## src/hw/rtl/imu_angle_frame_unwrapper_macros.svh

```systemverilog
// assertion macros for the imu angle frame unwrapper
// used by modules that check their own state; expects clk and rst_n in scope
`ifndef IMU_ANGLE_FRAME_UNWRAPPER_MACROS_SVH
`define IMU_ANGLE_FRAME_UNWRAPPER_MACROS_SVH

// property that must hold at every edge out of reset
`define IAFU_ASSERT(label, prop) \
    label: assert property (@(posedge clk) disable iff (!rst_n) prop) \
        else $error("imu_afu check failed");

// consequent must hold in the cycle after the antecedent
`define IAFU_ASSERT_NEXT(label, ante, cons) \
    label: assert property (@(posedge clk) disable iff (!rst_n) (ante) |=> (cons)) \
        else $error("imu_afu check failed");

`endif

```

## src/hw/rtl/imu_afu_pkg.sv

```systemverilog
// shared types and constants of the imu angle frame unwrapper
// no dependencies
package imu_afu_pkg;

    localparam int STATUS_W = 2;
    localparam int RAW_W    = 16;
    localparam int ANGLE_W  = 24;
    localparam int TURN_W   = 16;
    localparam int TOTAL_W  = 40;
    localparam int COUNT_W  = 32;
    localparam int BYTE_W   = 8;
    localparam int CFG_IDX_W = 1;

    localparam int NUM_STORED = 8;

    localparam logic [STATUS_W-1:0] STAT_ANGLE      = 2'd0;
    localparam logic [STATUS_W-1:0] STAT_SHORT      = 2'd1;
    localparam logic [STATUS_W-1:0] STAT_BAD_HEADER = 2'd2;
    localparam logic [STATUS_W-1:0] STAT_OTHER      = 2'd3;

    localparam logic [CFG_IDX_W-1:0] CFG_HEADER_BYTE = 1'd0;
    localparam logic [CFG_IDX_W-1:0] CFG_ANGLE_TYPE  = 1'd1;

    localparam logic [BYTE_W-1:0] HEADER_RESET = 8'h55;
    localparam logic [BYTE_W-1:0] TYPE_RESET   = 8'h53;

    localparam logic [ANGLE_W-1:0] DEG_SCALE = 24'd180;
    localparam logic [ANGLE_W-1:0] HIGH_MARK = 24'd10813440;
    localparam logic [ANGLE_W-1:0] LOW_MARK  = 24'd983040;
    localparam logic signed [TOTAL_W-1:0] FULL_TURN = 40'sd11796480;

    localparam logic signed [TURN_W-1:0] TURN_MAX = 16'sh7FFF;
    localparam logic signed [TURN_W-1:0] TURN_MIN = 16'sh8000;

    localparam int QUEUE_DEPTH = 2;
    localparam int QUEUE_AW    = 1;

    typedef struct packed {
        logic [STATUS_W-1:0] status;
        logic [RAW_W-1:0]    raw_x;
        logic [RAW_W-1:0]    raw_y;
        logic [RAW_W-1:0]    raw_z;
    } frame_item_t;

endpackage

```

## src/hw/rtl/imu_angle_frame_unwrapper.sv

```systemverilog
// Takes one sensor byte per cycle and returns one result per burst end, in order.
// An input byte is taken every cycle unless the two-entry frame queue between the
// classifier and the angle unit is full, which only happens while results are
// held back by out_stall. A result reaches the output register from its burst-end
// byte via the queue, the scaling multiply, then unwrap and total. Sustained rate
// is one byte per cycle while out_stall is low, including back-to-back burst ends.
// top level; depends on imu_afu_pkg, imu_afu_front, imu_afu_queue, imu_afu_back
module imu_angle_frame_unwrapper #(
    parameter int FRAME_LEN = 11
) (
    input  logic                                     clk,
    input  logic                                     rst_n,
    input  logic                                     cfg_we,
    input  logic [imu_afu_pkg::CFG_IDX_W-1:0]        cfg_index,
    input  logic [imu_afu_pkg::BYTE_W-1:0]           cfg_data,
    input  logic                                     in_valid,
    output logic                                     in_stall,
    input  logic [imu_afu_pkg::BYTE_W-1:0]           data_byte,
    input  logic                                     burst_end,
    output logic                                     out_valid,
    input  logic                                     out_stall,
    output logic [imu_afu_pkg::STATUS_W-1:0]         status,
    output logic signed [imu_afu_pkg::ANGLE_W-1:0]   roll_angle,
    output logic signed [imu_afu_pkg::ANGLE_W-1:0]   pitch_angle,
    output logic [imu_afu_pkg::ANGLE_W-1:0]          heading,
    output logic signed [imu_afu_pkg::TURN_W-1:0]    turn_count,
    output logic signed [imu_afu_pkg::TOTAL_W-1:0]   total_angle,
    output logic [imu_afu_pkg::COUNT_W-1:0]          header_frames,
    output logic [imu_afu_pkg::COUNT_W-1:0]          angle_frames
);

    logic                     q_full;
    logic                     q_push;
    logic                     q_pop;
    logic                     q_valid;
    imu_afu_pkg::frame_item_t push_item;
    imu_afu_pkg::frame_item_t pop_item;

    imu_afu_front #(
        .FRAME_LEN (FRAME_LEN)
    ) u_front (
        .clk       (clk),
        .rst_n     (rst_n),
        .cfg_we    (cfg_we),
        .cfg_index (cfg_index),
        .cfg_data  (cfg_data),
        .in_valid  (in_valid),
        .in_stall  (in_stall),
        .data_byte (data_byte),
        .burst_end (burst_end),
        .q_full    (q_full),
        .q_push    (q_push),
        .q_item    (push_item)
    );

    imu_afu_queue u_queue (
        .clk       (clk),
        .rst_n     (rst_n),
        .push      (q_push),
        .push_item (push_item),
        .full      (q_full),
        .pop       (q_pop),
        .pop_valid (q_valid),
        .pop_item  (pop_item)
    );

    imu_afu_back u_back (
        .clk           (clk),
        .rst_n         (rst_n),
        .q_valid       (q_valid),
        .q_item        (pop_item),
        .q_pop         (q_pop),
        .out_valid     (out_valid),
        .out_stall     (out_stall),
        .status        (status),
        .roll_angle    (roll_angle),
        .pitch_angle   (pitch_angle),
        .heading       (heading),
        .turn_count    (turn_count),
        .total_angle   (total_angle),
        .header_frames (header_frames),
        .angle_frames  (angle_frames)
    );

endmodule

```

## src/hw/rtl/imu_afu_front.sv

```systemverilog
// byte collector and frame classifier of the imu angle frame unwrapper
// depends on imu_afu_pkg; feeds classified frames into imu_afu_queue
module imu_afu_front #(
    parameter int FRAME_LEN = 11
) (
    input  logic                                   clk,
    input  logic                                   rst_n,
    input  logic                                   cfg_we,
    input  logic [imu_afu_pkg::CFG_IDX_W-1:0]      cfg_index,
    input  logic [imu_afu_pkg::BYTE_W-1:0]         cfg_data,
    input  logic                                   in_valid,
    output logic                                   in_stall,
    input  logic [imu_afu_pkg::BYTE_W-1:0]         data_byte,
    input  logic                                   burst_end,
    input  logic                                   q_full,
    output logic                                   q_push,
    output imu_afu_pkg::frame_item_t               q_item
);

    localparam int IDX_W = $clog2(FRAME_LEN + 1);

    logic [imu_afu_pkg::BYTE_W-1:0] header_reg;
    logic [imu_afu_pkg::BYTE_W-1:0] type_reg;
    logic [IDX_W-1:0]               byte_index_reg;
    logic [IDX_W-1:0]               byte_index_next;
    logic [IDX_W-1:0]               idx_after;
    logic [imu_afu_pkg::BYTE_W-1:0] frame_reg [imu_afu_pkg::NUM_STORED];
    logic [imu_afu_pkg::BYTE_W-1:0] view [imu_afu_pkg::NUM_STORED];
    logic                           accept;
    logic                           below_len;
    logic                           store_en;

    assign in_stall  = q_full;
    assign accept    = in_valid && !in_stall;
    assign below_len = byte_index_reg < IDX_W'(FRAME_LEN);
    assign store_en  = accept && below_len && (byte_index_reg < IDX_W'(imu_afu_pkg::NUM_STORED));
    assign idx_after = below_len ? byte_index_reg + IDX_W'(1) : byte_index_reg;

    always_comb
    begin
        for (int k = 0; k < imu_afu_pkg::NUM_STORED; k++)
        begin
            if (store_en && (byte_index_reg[2:0] == 3'(k)))
            begin
                view[k] = data_byte;
            end
            else
            begin
                view[k] = frame_reg[k];
            end
        end
    end

    always_comb
    begin
        byte_index_next = byte_index_reg;
        if (accept)
        begin
            byte_index_next = burst_end ? '0 : idx_after;
        end
    end

    always_comb
    begin
        q_push       = accept && burst_end;
        q_item.raw_x = {view[3], view[2]};
        q_item.raw_y = {view[5], view[4]};
        q_item.raw_z = {view[7], view[6]};
        if (idx_after < IDX_W'(FRAME_LEN))
        begin
            q_item.status = imu_afu_pkg::STAT_SHORT;
        end
        else if (view[0] != header_reg)
        begin
            q_item.status = imu_afu_pkg::STAT_BAD_HEADER;
        end
        else if (view[1] != type_reg)
        begin
            q_item.status = imu_afu_pkg::STAT_OTHER;
        end
        else
        begin
            q_item.status = imu_afu_pkg::STAT_ANGLE;
        end
    end

    always_ff @(posedge clk or negedge rst_n)
    begin
        if (!rst_n)
        begin
            header_reg     <= imu_afu_pkg::HEADER_RESET;
            type_reg       <= imu_afu_pkg::TYPE_RESET;
            byte_index_reg <= '0;
        end
        else
        begin
            byte_index_reg <= byte_index_next;
            if (cfg_we)
            begin
                case (cfg_index)
                    imu_afu_pkg::CFG_HEADER_BYTE: header_reg <= cfg_data;
                    imu_afu_pkg::CFG_ANGLE_TYPE:  type_reg   <= cfg_data;
                    default: ;
                endcase
            end
        end
    end

    // stored bytes, undefined until written
    always_ff @(posedge clk)
    begin
        if (store_en)
        begin
            frame_reg[byte_index_reg[2:0]] <= data_byte;
        end
    end

endmodule

```

## src/hw/rtl/imu_afu_queue.sv

```systemverilog
// two-entry frame queue between classifier and angle unit
// depends on imu_afu_pkg
module imu_afu_queue (
    input  logic                       clk,
    input  logic                       rst_n,
    input  logic                       push,
    input  imu_afu_pkg::frame_item_t   push_item,
    output logic                       full,
    input  logic                       pop,
    output logic                       pop_valid,
    output imu_afu_pkg::frame_item_t   pop_item
);

    localparam int AW = imu_afu_pkg::QUEUE_AW;

    imu_afu_pkg::frame_item_t mem [imu_afu_pkg::QUEUE_DEPTH];
    logic [AW-1:0]            wr_ptr_reg;
    logic [AW-1:0]            rd_ptr_reg;
    logic [AW:0]              count_reg;
    logic [AW:0]              count_next;
    logic                     do_push;
    logic                     do_pop;

    assign full      = count_reg == (AW+1)'(imu_afu_pkg::QUEUE_DEPTH);
    assign pop_valid = count_reg != '0;
    assign do_push   = push && !full;
    assign do_pop    = pop && pop_valid;
    assign pop_item  = mem[rd_ptr_reg];

    always_comb
    begin
        count_next = count_reg;
        if (do_push && !do_pop)
        begin
            count_next = count_reg + (AW+1)'(1);
        end
        else if (do_pop && !do_push)
        begin
            count_next = count_reg - (AW+1)'(1);
        end
    end

    always_ff @(posedge clk or negedge rst_n)
    begin
        if (!rst_n)
        begin
            wr_ptr_reg <= '0;
            rd_ptr_reg <= '0;
            count_reg  <= '0;
        end
        else
        begin
            count_reg <= count_next;
            if (do_push)
            begin
                wr_ptr_reg <= wr_ptr_reg + AW'(1);
            end
            if (do_pop)
            begin
                rd_ptr_reg <= rd_ptr_reg + AW'(1);
            end
        end
    end

    always_ff @(posedge clk)
    begin
        if (do_push)
        begin
            mem[wr_ptr_reg] <= push_item;
        end
    end

endmodule

```

## src/hw/rtl/imu_afu_back.sv

```systemverilog
// angle scaling, heading unwrap, frame counters and output register
// depends on imu_afu_pkg and the assertion macro header
`include "imu_angle_frame_unwrapper_macros.svh"

module imu_afu_back (
    input  logic                                          clk,
    input  logic                                          rst_n,
    input  logic                                          q_valid,
    input  imu_afu_pkg::frame_item_t                      q_item,
    output logic                                          q_pop,
    output logic                                          out_valid,
    input  logic                                          out_stall,
    output logic [imu_afu_pkg::STATUS_W-1:0]              status,
    output logic signed [imu_afu_pkg::ANGLE_W-1:0]        roll_angle,
    output logic signed [imu_afu_pkg::ANGLE_W-1:0]        pitch_angle,
    output logic [imu_afu_pkg::ANGLE_W-1:0]               heading,
    output logic signed [imu_afu_pkg::TURN_W-1:0]         turn_count,
    output logic signed [imu_afu_pkg::TOTAL_W-1:0]        total_angle,
    output logic [imu_afu_pkg::COUNT_W-1:0]               header_frames,
    output logic [imu_afu_pkg::COUNT_W-1:0]               angle_frames
);

    localparam int AW = imu_afu_pkg::ANGLE_W;
    localparam int TW = imu_afu_pkg::TOTAL_W;
    localparam int CW = imu_afu_pkg::COUNT_W;

    // scaling stage
    logic                                  a_valid_reg;
    logic [imu_afu_pkg::STATUS_W-1:0]      a_status_reg;
    logic signed [AW-1:0]                  a_roll_reg;
    logic signed [AW-1:0]                  a_pitch_reg;
    logic [AW-1:0]                         a_head_reg;
    logic [imu_afu_pkg::RAW_W-1:0]         z_offset;

    // unwrap state
    logic                                  seen_reg;
    logic                                  seen_next;
    logic [AW-1:0]                         prev_reg;
    logic [AW-1:0]                         prev_next;
    logic signed [imu_afu_pkg::TURN_W-1:0] rev_reg;
    logic signed [imu_afu_pkg::TURN_W-1:0] rev_next;
    logic signed [TW-1:0]                  base_reg;
    logic signed [TW-1:0]                  base_next;
    logic [CW-1:0]                         hdr_cnt_reg;
    logic [CW-1:0]                         hdr_cnt_next;
    logic [CW-1:0]                         ang_cnt_reg;
    logic [CW-1:0]                         ang_cnt_next;

    // output register
    logic                                  out_valid_reg;
    logic [imu_afu_pkg::STATUS_W-1:0]      out_status_reg;
    logic signed [AW-1:0]                  out_roll_reg;
    logic signed [AW-1:0]                  out_pitch_reg;
    logic [AW-1:0]                         out_head_reg;
    logic signed [TW-1:0]                  out_total_reg;

    logic                                  out_ready;
    logic                                  a_move;
    logic                                  is_angle;
    logic                                  hdr_ok;
    logic [AW-1:0]                         prev_eff;
    logic                                  turn_up;
    logic                                  turn_down;
    logic signed [TW-1:0]                  total_next;

    assign out_ready = !out_valid_reg || !out_stall;
    assign a_move    = a_valid_reg && out_ready;
    assign q_pop     = q_valid && (!a_valid_reg || out_ready);

    // raw + 32768 as unsigned is the raw value with its sign bit flipped
    assign z_offset = {~q_item.raw_z[imu_afu_pkg::RAW_W-1], q_item.raw_z[imu_afu_pkg::RAW_W-2:0]};

    always_ff @(posedge clk or negedge rst_n)
    begin
        if (!rst_n)
        begin
            a_valid_reg <= 1'b0;
        end
        else if (!a_valid_reg || out_ready)
        begin
            a_valid_reg <= q_valid;
        end
    end

    always_ff @(posedge clk)
    begin
        if (q_pop)
        begin
            a_status_reg <= q_item.status;
            a_roll_reg   <= AW'(signed'(q_item.raw_x) * signed'(imu_afu_pkg::DEG_SCALE));
            a_pitch_reg  <= AW'(signed'(q_item.raw_y) * signed'(imu_afu_pkg::DEG_SCALE));
            a_head_reg   <= AW'(AW'(z_offset) * imu_afu_pkg::DEG_SCALE);
        end
    end

    always_comb
    begin
        is_angle  = a_status_reg == imu_afu_pkg::STAT_ANGLE;
        hdr_ok    = is_angle || (a_status_reg == imu_afu_pkg::STAT_OTHER);
        prev_eff  = seen_reg ? prev_reg : a_head_reg;
        turn_up   = (prev_eff > imu_afu_pkg::HIGH_MARK) && (a_head_reg < imu_afu_pkg::LOW_MARK);
        turn_down = (prev_eff < imu_afu_pkg::LOW_MARK) && (a_head_reg > imu_afu_pkg::HIGH_MARK);

        rev_next     = rev_reg;
        base_next    = base_reg;
        prev_next    = prev_reg;
        seen_next    = seen_reg;
        hdr_cnt_next = hdr_cnt_reg;
        ang_cnt_next = ang_cnt_reg;

        if (hdr_ok)
        begin
            hdr_cnt_next = hdr_cnt_reg + CW'(1);
        end
        if (is_angle)
        begin
            ang_cnt_next = ang_cnt_reg + CW'(1);
            seen_next    = 1'b1;
            prev_next    = a_head_reg;
            if (turn_up && (rev_reg != imu_afu_pkg::TURN_MAX))
            begin
                rev_next  = rev_reg + 16'sd1;
                base_next = base_reg + imu_afu_pkg::FULL_TURN;
            end
            else if (turn_down && (rev_reg != imu_afu_pkg::TURN_MIN))
            begin
                rev_next  = rev_reg - 16'sd1;
                base_next = base_reg - imu_afu_pkg::FULL_TURN;
            end
        end
        total_next = base_next + signed'(TW'(prev_next));
    end

    always_ff @(posedge clk or negedge rst_n)
    begin
        if (!rst_n)
        begin
            out_valid_reg <= 1'b0;
            seen_reg      <= 1'b0;
            prev_reg      <= '0;
            rev_reg       <= '0;
            base_reg      <= '0;
            hdr_cnt_reg   <= '0;
            ang_cnt_reg   <= '0;
        end
        else
        begin
            if (out_ready)
            begin
                out_valid_reg <= a_valid_reg;
            end
            if (a_move)
            begin
                seen_reg    <= seen_next;
                prev_reg    <= prev_next;
                rev_reg     <= rev_next;
                base_reg    <= base_next;
                hdr_cnt_reg <= hdr_cnt_next;
                ang_cnt_reg <= ang_cnt_next;
            end
        end
    end

    always_ff @(posedge clk)
    begin
        if (a_move)
        begin
            out_status_reg <= a_status_reg;
            out_roll_reg   <= is_angle ? a_roll_reg : '0;
            out_pitch_reg  <= is_angle ? a_pitch_reg : '0;
            out_head_reg   <= is_angle ? a_head_reg : '0;
            out_total_reg  <= total_next;
        end
    end

    assign out_valid     = out_valid_reg;
    assign status        = out_status_reg;
    assign roll_angle    = out_roll_reg;
    assign pitch_angle   = out_pitch_reg;
    assign heading       = out_head_reg;
    assign turn_count    = rev_reg;
    assign total_angle   = out_total_reg;
    assign header_frames = hdr_cnt_reg;
    assign angle_frames  = ang_cnt_reg;

    `IAFU_ASSERT_NEXT(a_rev_holds_idle, !a_move, rev_reg == $past(rev_reg))
    `IAFU_ASSERT(a_base_tracks_rev, base_reg == TW'(rev_reg) * imu_afu_pkg::FULL_TURN)
    `IAFU_ASSERT(a_non_angle_zero, (out_valid_reg && out_status_reg != imu_afu_pkg::STAT_ANGLE) |-> (out_roll_reg == '0 && out_pitch_reg == '0 && out_head_reg == '0))

endmodule
```

## config.mk

```make
export PLATFORM = sky130hd
export DESIGN_NAME = imu_angle_frame_unwrapper
export DESIGN_NICKNAME = d
export VERILOG_FILES = /design/src/hw/rtl/imu_afu_pkg.sv /design/src/hw/rtl/imu_angle_frame_unwrapper.sv /design/src/hw/rtl/imu_afu_front.sv /design/src/hw/rtl/imu_afu_queue.sv /design/src/hw/rtl/imu_afu_back.sv
export VERILOG_INCLUDE_DIRS = /design/src /design/src/hw/rtl
export SDC_FILE = /design/constraint.sdc
export NUM_CORES = 1
export LEC_CHECK = 0
export BUFFER_PORTS_ARGS = -buffer_cell sky130_fd_sc_hd__buf_2
export CORE_MARGIN = 1.5
export CORE_UTILIZATION = 33
export CTS_BUF_LIST = sky130_fd_sc_hd__clkbuf_4 sky130_fd_sc_hd__clkbuf_8
export CTS_CLUSTER_SIZE = 28
export DETAILED_ROUTE_END_ITERATION = 12
export HOLD_SLACK_MARGIN = 0.05
export PLACE_DENSITY = 0.48
export SLEW_MARGIN = 20
export SYNTH_ARGS = -nofsm -noshare
export SYNTH_HDL_FRONTEND = slang
export SYNTH_SLANG_ARGS = --single-unit
```

## constraint.sdc

```tcl
create_clock -name clk -period 7.8 [get_ports clk]
set_input_delay 2.34 -clock clk [delete_from_list [all_inputs] [get_ports clk]]
set_output_delay 2.34 -clock clk [all_outputs]
set_load 0.01 [all_outputs]
```

## Word level (Yosys, flattened, before mapping)

Memories as Yosys holds them, arrays and structs flattened.
Index checks and enable logic that the tools add are counted.

| storage, ports and cells | value |
|---|---|
| bits in registers | 347 |
| latch bits | 0 |
| memory bits (writable) | 164 |
| memory bits (read-only) | 0 |
| bits of input ports | 23 |
| output and inout port bits | 196 |
| word-level logic and storage cells | 129 |
| memories | 2 |

| cells by class | value |
|---|---|
| add/sub/neg operators | 12 |
| multipliers | 3 |
| divide/modulo/power cells | 0 |
| order comparisons | 7 |
| equal/unequal tests | 13 |
| shift operators | 0 |
| muxes and demuxes | 26 |
| bitwise logic cells | 2 |
| reduce and logical (&&, ||, !) cells | 41 |

Memory list:

| memory | depth | bits a word | rd ports | clocked after Yosys merged registers in | wr ports | line | text |
|---|---|---|---|---|---|---|---|
| u_queue.mem | 2 | 50 | 1 | 0 | 1 | imu_afu_queue.sv:16 | `imu_afu_pkg::frame_item_t mem [imu_afu_pkg::QUEUE_DEPTH];` |
| u_front.frame_reg | 8 | 8 | 8 | 0 | 1 | imu_afu_front.sv:27 | `logic [imu_afu_pkg::BYTE_W-1:0] frame_reg [imu_afu_pkg::NUM_STORED];` |

Operators by type and width:

| cell | count |
|---|---|
| 40-bit two-way mux | 3 |
| 32-bit by 1-bit adder with 32-bit output (second input constant) | 2 |
| 8-bit two-way mux | 8 |
| 24-bit greater-than comparator (second input constant) | 2 |
| 24-bit by 20-bit < comparator with 1-bit output (second input constant) | 2 |
| 24-bit two-way mux | 2 |
| 16-bit by 7-bit multiplier with 22-bit output (second input constant) | 2 |
| 40-bit by 25-bit adder with 40-bit output | 1 |
| 40-bit by 25-bit adder with 40-bit output (second input constant) | 1 |
| 40-bit by 25-bit subtractor with 40-bit output (second input constant) | 1 |
| 16-bit two-way mux | 2 |
| 16-bit != test (second input constant) | 2 |
| 1-bit logical AND | 22 |
| 16-bit by 6-bit multiplier with 22-bit output (second input constant) | 1 |
| 16-bit by 2-bit adder with 16-bit output (second input constant) | 1 |
| 8-bit != test | 2 |
| 16-bit by 2-bit subtractor with 16-bit output (second input constant) | 1 |
| 3-bit equality test (second input constant) | 4 |
| 4-bit < comparator (second input constant) | 3 |
| 2-bit two-way mux | 5 |
| 4-bit two-way mux | 2 |
| 2-bit AND reduction | 4 |
| 3-bit by 2-bit equality test with 1-bit output (second input constant) | 2 |
| 1-bit zero test | 6 |
| other kinds (13) | 23 |

## Longest topological paths before layout

Gate-level depths: netlist of the first run.

| logic depth | value |
|---|---|
| word-level depth | 11 |
| mapped depth | 22 |
| gate-level depth less buffers | 19 |

## By module

Synthesis of the first run repeated with hierarchy kept, for this count alone.

| second synthesis, totals | value |
|---|---|
| cells, all modules | 2248 |
| area total of the unflattened synthesis | 27403.8 um2 |

Modules (own cells, without submodules):

| module | times used | cells an instance | area each (um2) | sequential area each (um2) |
|---|---|---|---|---|
| imu_afu_back | 1 | 1794 | 19374.8 | 8513.2 |
| imu_afu_queue | 1 | 175 | 4061.4 | 3103.0 |
| imu_afu_front | 1 | 279 | 3967.6 | 2432.3 |

## Worst setup path after synthesis of the first run

Ideal clock, no wire load.

| timing path | value |
|---|---|
| path kind | input to register |
| start point | input port out_stall |
| end point | register u_back.out_head_reg[10], in the netlist u_back.heading[10] (enable) |
| library setup time | 515 ps |
| arrival time | 5896 ps |
| required time | 7285 ps |
| path slack | 1389 ps |
| stages on the path | 4 |
| buffers on the path | 2 |
| cells stage by stage | a21bo_2 -> clkbuf_1 -> clkinv_1 -> clkbuf_1 |

| between the ends | value |
|---|---|
| longest elaborated chain between the ends | 3 |

Ends and longest elaborated chain:

| what | line | text |
|---|---|---|
| start: declaration | imu_angle_frame_unwrapper.sv:21 | `input logic out_stall,` |
| 1-bit zero test | imu_afu_back.sv:66 | `assign out_ready = !out_valid_reg \|\| !out_stall;` |
| 1-bit logical OR | imu_afu_back.sv:66 |  |
| 1-bit logical AND | imu_afu_back.sv:67 | `assign a_move = a_valid_reg && out_ready;` |
| named net u_back.a_move | imu_afu_back.sv:58 | `logic a_move;` |
| end signal: assignment | imu_afu_back.sv:171 | `out_head_reg <= is_angle ? a_head_reg : '0;` |
| end: declaration | imu_afu_back.sv:54 | `logic [AW-1:0] out_head_reg;` |

The timed path passes the listed nets, and every way through them passes these cells.
A chain may end at the register's enable or synchronous reset.

==> metrics.md, run 1 <==
| Metric | Value |
|---|---|
| CP max FO | 40 |
| Slew HR | 35.1% |
| Routed wire length | 59100 um |
| TNS Setup | 0 ns |
| Synthesized area per cell | 12.3 um2 |
| Finish-stage setup viols | 0 |
| H-tree levels | 3 |
| Largest net degree at the start of global routing | 86 |
| Final antenna-violating net count | 0 |
| Most common cell after layout, fill and taps aside | edfxtp_1 |
| Hold Crit Class | reg -> reg |
| Vias in the first global route | 17393 |
| Routability congestion estimate | 0.834 |
| Critical Path RT | 8.22 ns |
| WS Path Type | reg -> reg |
| Grt ovf | 0 |
| Die ar. | 82600 um2 |
| R2r setup slk | 1.93 ns |
| Nets | 2724 |
| Max-cap violation count | 0 |
| IO Pins | 219 |
| Synth Warn # | 0 |
| Setup ws final | 1.93 ns |
| Clock net sink count | 493 |
| IO Port Bufs | 212 |
| Leading cell types in the layout, fill and taps excluded | edfxtp_1 (340), buf_2 (211), nand2_1 (197) |
| Min Tclk post-route | 5.87 ns |
| DR pass1 iterations | 5 |
| Worst Tran Pin Value | 0.973 ns |
| Async S/R FF share, synth | 31.0% |
| First-pass GRT wire length | 94000 um |
| Sequential fraction of the synthesis area | 52.6% |
| Synth Cell Area | 26700 um2 |
| WL/cell | 16.5 um |
| Ys flop type | edfxtp_1 |
| CTS tree | done |
| CP max stage delay | 0.60 ns |
| Period Utilization, post-route | 75.2% |
| # hold bufs at CTS | 0 |
| DP Wirelength | 41200 um |
| EDFF count, synth | 340 |
| CP endpoint | u_back.a_roll_reg[23] |
| Tot GR Track Use | 14.3% |
| Critical Path AT | 6.29 ns |
| Fin. max-slew vios | 0 |
| CP max-delay cell | buf_4 |
| Routed via count | 16873 |
| Most used cell along the critical path | ha_1 |
| Root buffer cell | clkbuf_8 |
| Status | complete, no violations |
| Core Box Area | 80300 um2 |
| Fmax | 170 MHz |
| Post-CTS Resized | 0 |
| Crit. End Element | register |
| Share of cells above drive strength 1 | 20.4% |
| Die height | 287 um |
| Max reg flops | 100 |
| Starting Density | 33.3% |
| Post-CTS setup buffers | 0 |
| Chip Width | 287 um |
| Hold Violations, Final | 0 |
| Layout area overhead | 16.0% |
| CTS buffer count | 93 |
| Synthesized flop and latch total | 493 |
| Drt drc | 0 |
| RSZ-0062 raised after global routing | no |
| Startpoint Class | register |
| Gate Count Post-Synth | 2166 |
| Worst hold slack | 0.448 ns |
| Clock skew | 0.0334 ns |
| Clock buffer depth | 3 |
| Clock slew at the register clock pins of the worst setup and hold paths | 0.06 ns |
| Cell Chain, Critical Path | buf_4 -> mux2_2 -> ha_1 -> ha_1 -> fa_1 -> ha_1 -> a21o_1 -> a21oi_1 -> o21bai_1 -> a211oi_1 -> o31ai_1 -> o41ai_1 -> o21ai_0 -> or3_1 -> a31oi_1 -> xnor2_1 |
| Rows | 104 |
| Unique cell type count in the Yosys netlist | 75 |
| Initial DRC Count | 751 |
| Clk Latency, worst-skew pair | 0.69 ns |
| Place WS | 1.92 ns |
| Initial antenna violation count | 3 |
| Vias per Instance | 4.71 |
| RR Startpoint | u_queue.rd_ptr_reg |
| Reg-to-Reg End | u_back.a_roll_reg[23] |
| FF-to-FF path depth | 16 |
| CP Launch Point | u_queue.rd_ptr_reg |
==> final cells by class <==
cell class                 instances  area, um2
fill                            7770      49300
clock buffer                     129       1590
multi-input combinational       1427      11700
clock inverter                    45        338
tap                             1060       1330
sequential                       493      14000
inverter                         198        748
antenna                            2       5.00
timing repair buffer             226       1170
==> cells in the mapped netlist (3+ instances only) <==
master / instances / share of area, %
a21o_1: 38 / 1.1
buf_4: 7 / 0.20
o21a_1: 9 / 0.25
xor2_1: 68 / 2.2
o22ai_1: 7 / 0.16
a22oi_1: 4 / 0.11
a21oi_1: 51 / 0.96
a211o_1: 5 / 0.16
nor2_1: 94 / 1.3
o41ai_1: 3 / 0.098
and3_1: 28 / 0.66
o211ai_1: 6 / 0.17
dfstp_2: 8 / 0.79
o31ai_1: 7 / 0.20
nand3b_1: 3 / 0.084
nand2_1: 197 / 2.8
buf_1: 3 / 0.042
mux2_2: 97 / 4.1
xnor2_1: 135 / 4.4
o32ai_1: 3 / 0.098
and4_1: 6 / 0.20
and2_1: 77 / 1.8
nand4_1: 27 / 0.63
ha_1: 178 / 8.3
nand4b_1: 3 / 0.098
nor3_1: 30 / 0.56
nor2b_1: 15 / 0.35
or3_1: 9 / 0.21
a41oi_1: 4 / 0.13
nor4b_1: 6 / 0.20
fa_1: 84 / 6.3
a211oi_1: 10 / 0.28
nand2b_1: 9 / 0.21
or4_1: 7 / 0.20
clkbuf_1: 43 / 0.60
nand3_1: 38 / 0.71
inv_1: 196 / 2.8
edfxtp_1: 340 / 38
a31oi_1: 7 / 0.16
o21bai_1: 8 / 0.22
nor4_1: 19 / 0.45
or2_2: 5 / 0.12
dfrtp_1: 145 / 14
o21ai_0: 54 / 1.0
mux2i_1: 38 / 1.4
==> worst max-delay path: cells and delay by family, from the launching register on <==
kind	cells	cell delay, ns
xor+xnor	1	0.08
mux	1	0.46
flops	1	0.54
compound gates	8	2.08
buf+inv	1	0.60
fa+ha+maj	4	1.46
simple gates	1	0.36
==> per-stage QoR <==
stage	instances	instance area, um2	util [%]
2_1_floorplan	2171	26700	-
3_3_place_gp	3404	29000	36.1
3_5_place_dp	3404	29000	36.1
4_1_cts	3578	30900	38.5
5_1_grt	3580	31000	38.6
6_report	3580	31000	38.6
==> cell families (layout without fill, tap and decap cells) <==
| group | Yosys count | count (layout) | synth area share (%) |
|---|---|---|---|
| other cells | 1 | 8 | 0.0140 |
| fa+ha+maj | 262 | 262 | 14.6 |
| mux | 135 | 135 | 5.52 |
| compound gates | 235 | 235 | 5.82 |
| flops | 493 | 493 | 52.6 |
| simple gates | 586 | 586 | 11.1 |
| buf+inv | 251 | 598 | 3.63 |
| xor+xnor | 203 | 203 | 6.66 |
==> worst min-delay path by stage <==
stage | depth (start not counted) | slack [ns] | from | end
floorplan | 0 | 0.43 | u_back.a_status_reg[0] | u_back.status[0]
global placement | 0 | 0.44 | u_back.a_status_reg[0] | u_back.status[0]
detailed placement | 0 | 0.44 | u_back.a_status_reg[1] | u_back.status[1]
CTS | 0 | 0.45 | u_back.a_status_reg[0] | u_back.status[0]
global route | 0 | 0.47 | u_back.a_status_reg[0] | u_back.status[0]
finish | 0 | 0.45 | u_back.a_status_reg[1] | u_back.status[1]
==> per-layer routing <==
layer,vias to the layer above,wire length [um],global-route usage [%]
li1,8181,-,-
met2,364,27900,23.1
met4,2,1430,5.39
met1,8225,27000,18.9
met5,-,7,0
met3,101,2760,2.75
Power of run 1 is not shown: default switching activity piles up to over one toggle a cycle in this logic, so the estimate is an artifact.
==> inputs of run 2 (changes only) <==
- clock period: 7.8 -> 6.05 ns (I/O delays scaled with it)
==> run 2 against run 1 <==
Clock-buffer cell count fell by 9. Clock skew rose by 0.019 ns. Via count barely moved. Maximum frequency rose by 5.1%. Cell count did not move. Worst setup slack got worse by 1.5 ns. Non-clock buffer count rose by 6. First-iteration DRC count rose by 15%. Design area rose by 0.63%. Die area did not move. Global-route usage fell by 0.068 points. Highest routed layer unchanged.
==> metrics.md, run 2 (synthesized netlist as in run 1, its figures left out) <==
| Metric | Value |
|---|---|
| Status | complete, no violations (unchanged) |
| Initial DRC Count | 866 (was 751) |
| Initial antenna violation count | 2 (was 3) |
| Most used cell along the critical path | ha_1 (unchanged) |
| CTS buffer count | 91 (was 93) |
| Clock slew at the register clock pins of the worst setup and hold paths | 0.06 ns (about the same) |
| Chip Width | 287 um (unchanged) |
| IO Port Bufs | 212 (unchanged) |
| Routed wire length | 58800 um (was 59100 um) |
| Slew HR | 41.8% (was 35.1%) |
| Hold Crit Class | reg -> reg (unchanged) |
| Post-CTS setup buffers | 0 (unchanged) |
| WL/cell | 16.4 um (was 16.5 um) |
| Clock buffer depth | 3 (unchanged) |
| Seq. cell area | 14000 um2 (unchanged) |
| Critical Path AT | 6.00 ns (was 6.29 ns) |
| Rows | 104 (unchanged) |
| Fmax | 179 MHz (was 170 MHz) |
| CP max stage delay | 0.69 ns (was 0.60 ns) |
| Root buffer cell | clkbuf_8 (unchanged) |
| Clock net sink count | 493 (unchanged) |
| CTS tree | done (unchanged) |
| Period Utilization, post-route | 92.3% (was 75.2%) |
| Die ar. | 82600 um2 (unchanged) |
| # hold bufs at CTS | 0 (unchanged) |
| Drt drc | 0 (unchanged) |
| CP max-delay cell | dfrtp_2 (was buf_4) |
| Routability congestion estimate | 0.818 (was 0.834) |
| Finish-stage setup viols | 0 (unchanged) |
| Grt ovf | 0 (unchanged) |
| R2r setup slk | 0.46 ns (was 1.93 ns) |
| Vias per Instance | 4.72 (was 4.71) |
| Leading cell types in the layout, fill and taps excluded | edfxtp_1 (340), buf_2 (211), nand2_1 (197) (unchanged) |
| Tot GR Track Use | 14.2% (was 14.3%) |
| Nets | 2728 (was 2724) |
| Startpoint Class | register (unchanged) |
| Crit. End Element | register (unchanged) |
| Post-CTS Resized | 0 (unchanged) |
| First-pass GRT wire length | 93400 um (was 94000 um) |
| Critical Path RT | 6.46 ns (was 8.22 ns) |
| IO Pins | 219 (unchanged) |
| Layout area overhead | 16.7% (was 16.0%) |
| Share of cells above drive strength 1 | 20.7% (was 20.4%) |
| RSZ-0062 raised after global routing | no (unchanged) |
| Die height | 287 um (unchanged) |
| Max reg flops | 100 (unchanged) |
| Worst path top cell family by delay | adder cells (was compound AO/OA/AOI/OAI gates) |
| TNS Setup | 0 ns (unchanged) |
| Max-cap violation count | 0 (unchanged) |
| Worst Tran Pin Value | 0.871 ns (was 0.973 ns) |
| Final antenna-violating net count | 0 (unchanged) |
| WS Path Type | reg -> reg (unchanged) |
| H-tree levels | 3 (unchanged) |
| Core Box Area | 80300 um2 (unchanged) |
| Largest net degree at the start of global routing | 125 (was 86) |
| Routed via count | 16888 (was 16873) |
| DR pass1 iterations | 5 (unchanged) |
| Crit path buf inv count | 3 (was 1) |
| CP max FO | 17 (was 40) |
| Starting Density | 33.3% (unchanged) |
| Vias in the first global route | 17229 (was 17393) |
| Cell Chain, Critical Path | buf_12 -> mux2_2 -> ha_1 -> ha_1 -> inv_1 -> fa_1 -> fa_1 -> inv_1 -> ha_1 -> a21oi_1 -> nor2b_1 -> o21ai_0 -> a211oi_1 -> o31ai_1 -> o21ai_0 -> nand2b_1 -> a21oi_1 -> xnor2_1 (was buf_4 -> mux2_2 -> ha_1 -> ha_1 -> fa_1 -> ha_1 -> a21o_1 -> a21oi_1 -> o21bai_1 -> a211oi_1 -> o31ai_1 -> o41ai_1 -> o21ai_0 -> or3_1 -> a31oi_1 -> xnor2_1) |
| Area of the multi-input gates | 11700 um2 (about the same) |
| Most common cell after layout, fill and taps aside | edfxtp_1 (unchanged) |
| Clk Latency, worst-skew pair | 0.71 ns (was 0.69 ns) |
| Fillcell total | 7678 (was 7770) |
| Min Tclk post-route | 5.59 ns (was 5.87 ns) |
| Fin. max-slew vios | 0 (unchanged) |
| Hold Violations, Final | 0 (unchanged) |
| Clock skew | 0.0524 ns (was 0.0334 ns) |
| DP Wirelength | 41600 um (was 41200 um) |
[run 2: changes by cell type in the layout (fill, tap and decap cells not counted), moves of 2 or more]
cell / change
clkinv_1: -8
clkinvlp_4: -5
clkbuf_4: -8
buf_4: +2
bufinv_16: +5
clkinv_2: +8
inv_12: +2
clkinv_4: +2
buf_12: +4
[run 2: worst reg2reg max path: cells and delay by family (launching register included)]
family                     cells  cell delay [ns]
adders and majority gates      5             1.94
AOI/OAI and AO/OA              6             1.59
DFF                            1             0.69
muxes                          1             0.41
buffers and inverters          3             0.33
and+or+nand+nor                2             0.26
xor gates and xnor gates       1             0.08
[run 2: per-layer routing]
layer | share of wire (%) | track usage [%] | routed length [um]
met1 | 46 | 18.8 | 26900
met2 | 47 | 23.3 | 27900
met3 | 4.5 | 2.71 | 2640
met4 | 2.3 | 4.83 | 1330
met5 | 0.012 | 0 | 7
[run 2: area by class of cell]
type                       instances  share of cell area [%]
sequential                       493                    45.1
multi-input combinational       1427                    37.7
clock buffer                     120                    4.88
tap                             1060                    4.26
timing repair buffer             232                    4.07
inverter                         198                    2.40
clock inverter                    48                    1.63
antenna                            2                  0.0161
[run 2: through the flow]
stage	instances	hold WS, ns	setup WS (ns)	utilization (%)	cell area [um2]
after floorplan	2171	0.426	0.150	-	26700
after global placement	3410	0.458	0.486	36.3	29100
after detailed placement	3410	0.460	0.490	36.3	29100
after CTS	3578	0.473	0.451	38.8	31100
after global routing	3579	0.495	0.0614	38.8	31200
final	3580	0.464	0.465	38.8	31200
[run 2: final timing paths]
| path | from | endpoint | cells past startpoint |
|---|---|---|---|
| max | u_queue.rd_ptr_reg | u_back.a_pitch_reg[23] | 18 |
| min in group asynchronous | rst_n | u_back.turn_count[0] | 1 |
| min reg2reg | u_back.a_status_reg[0] | u_back.status[0] | 0 |
| max reg2reg | u_queue.rd_ptr_reg | u_back.a_pitch_reg[23] | 18 |
| max in group asynchronous | rst_n | u_back.prev_reg[10] | 2 |
| min | u_back.a_status_reg[0] | u_back.status[0] | 0 |
Power of run 2 is left out for the same reason.
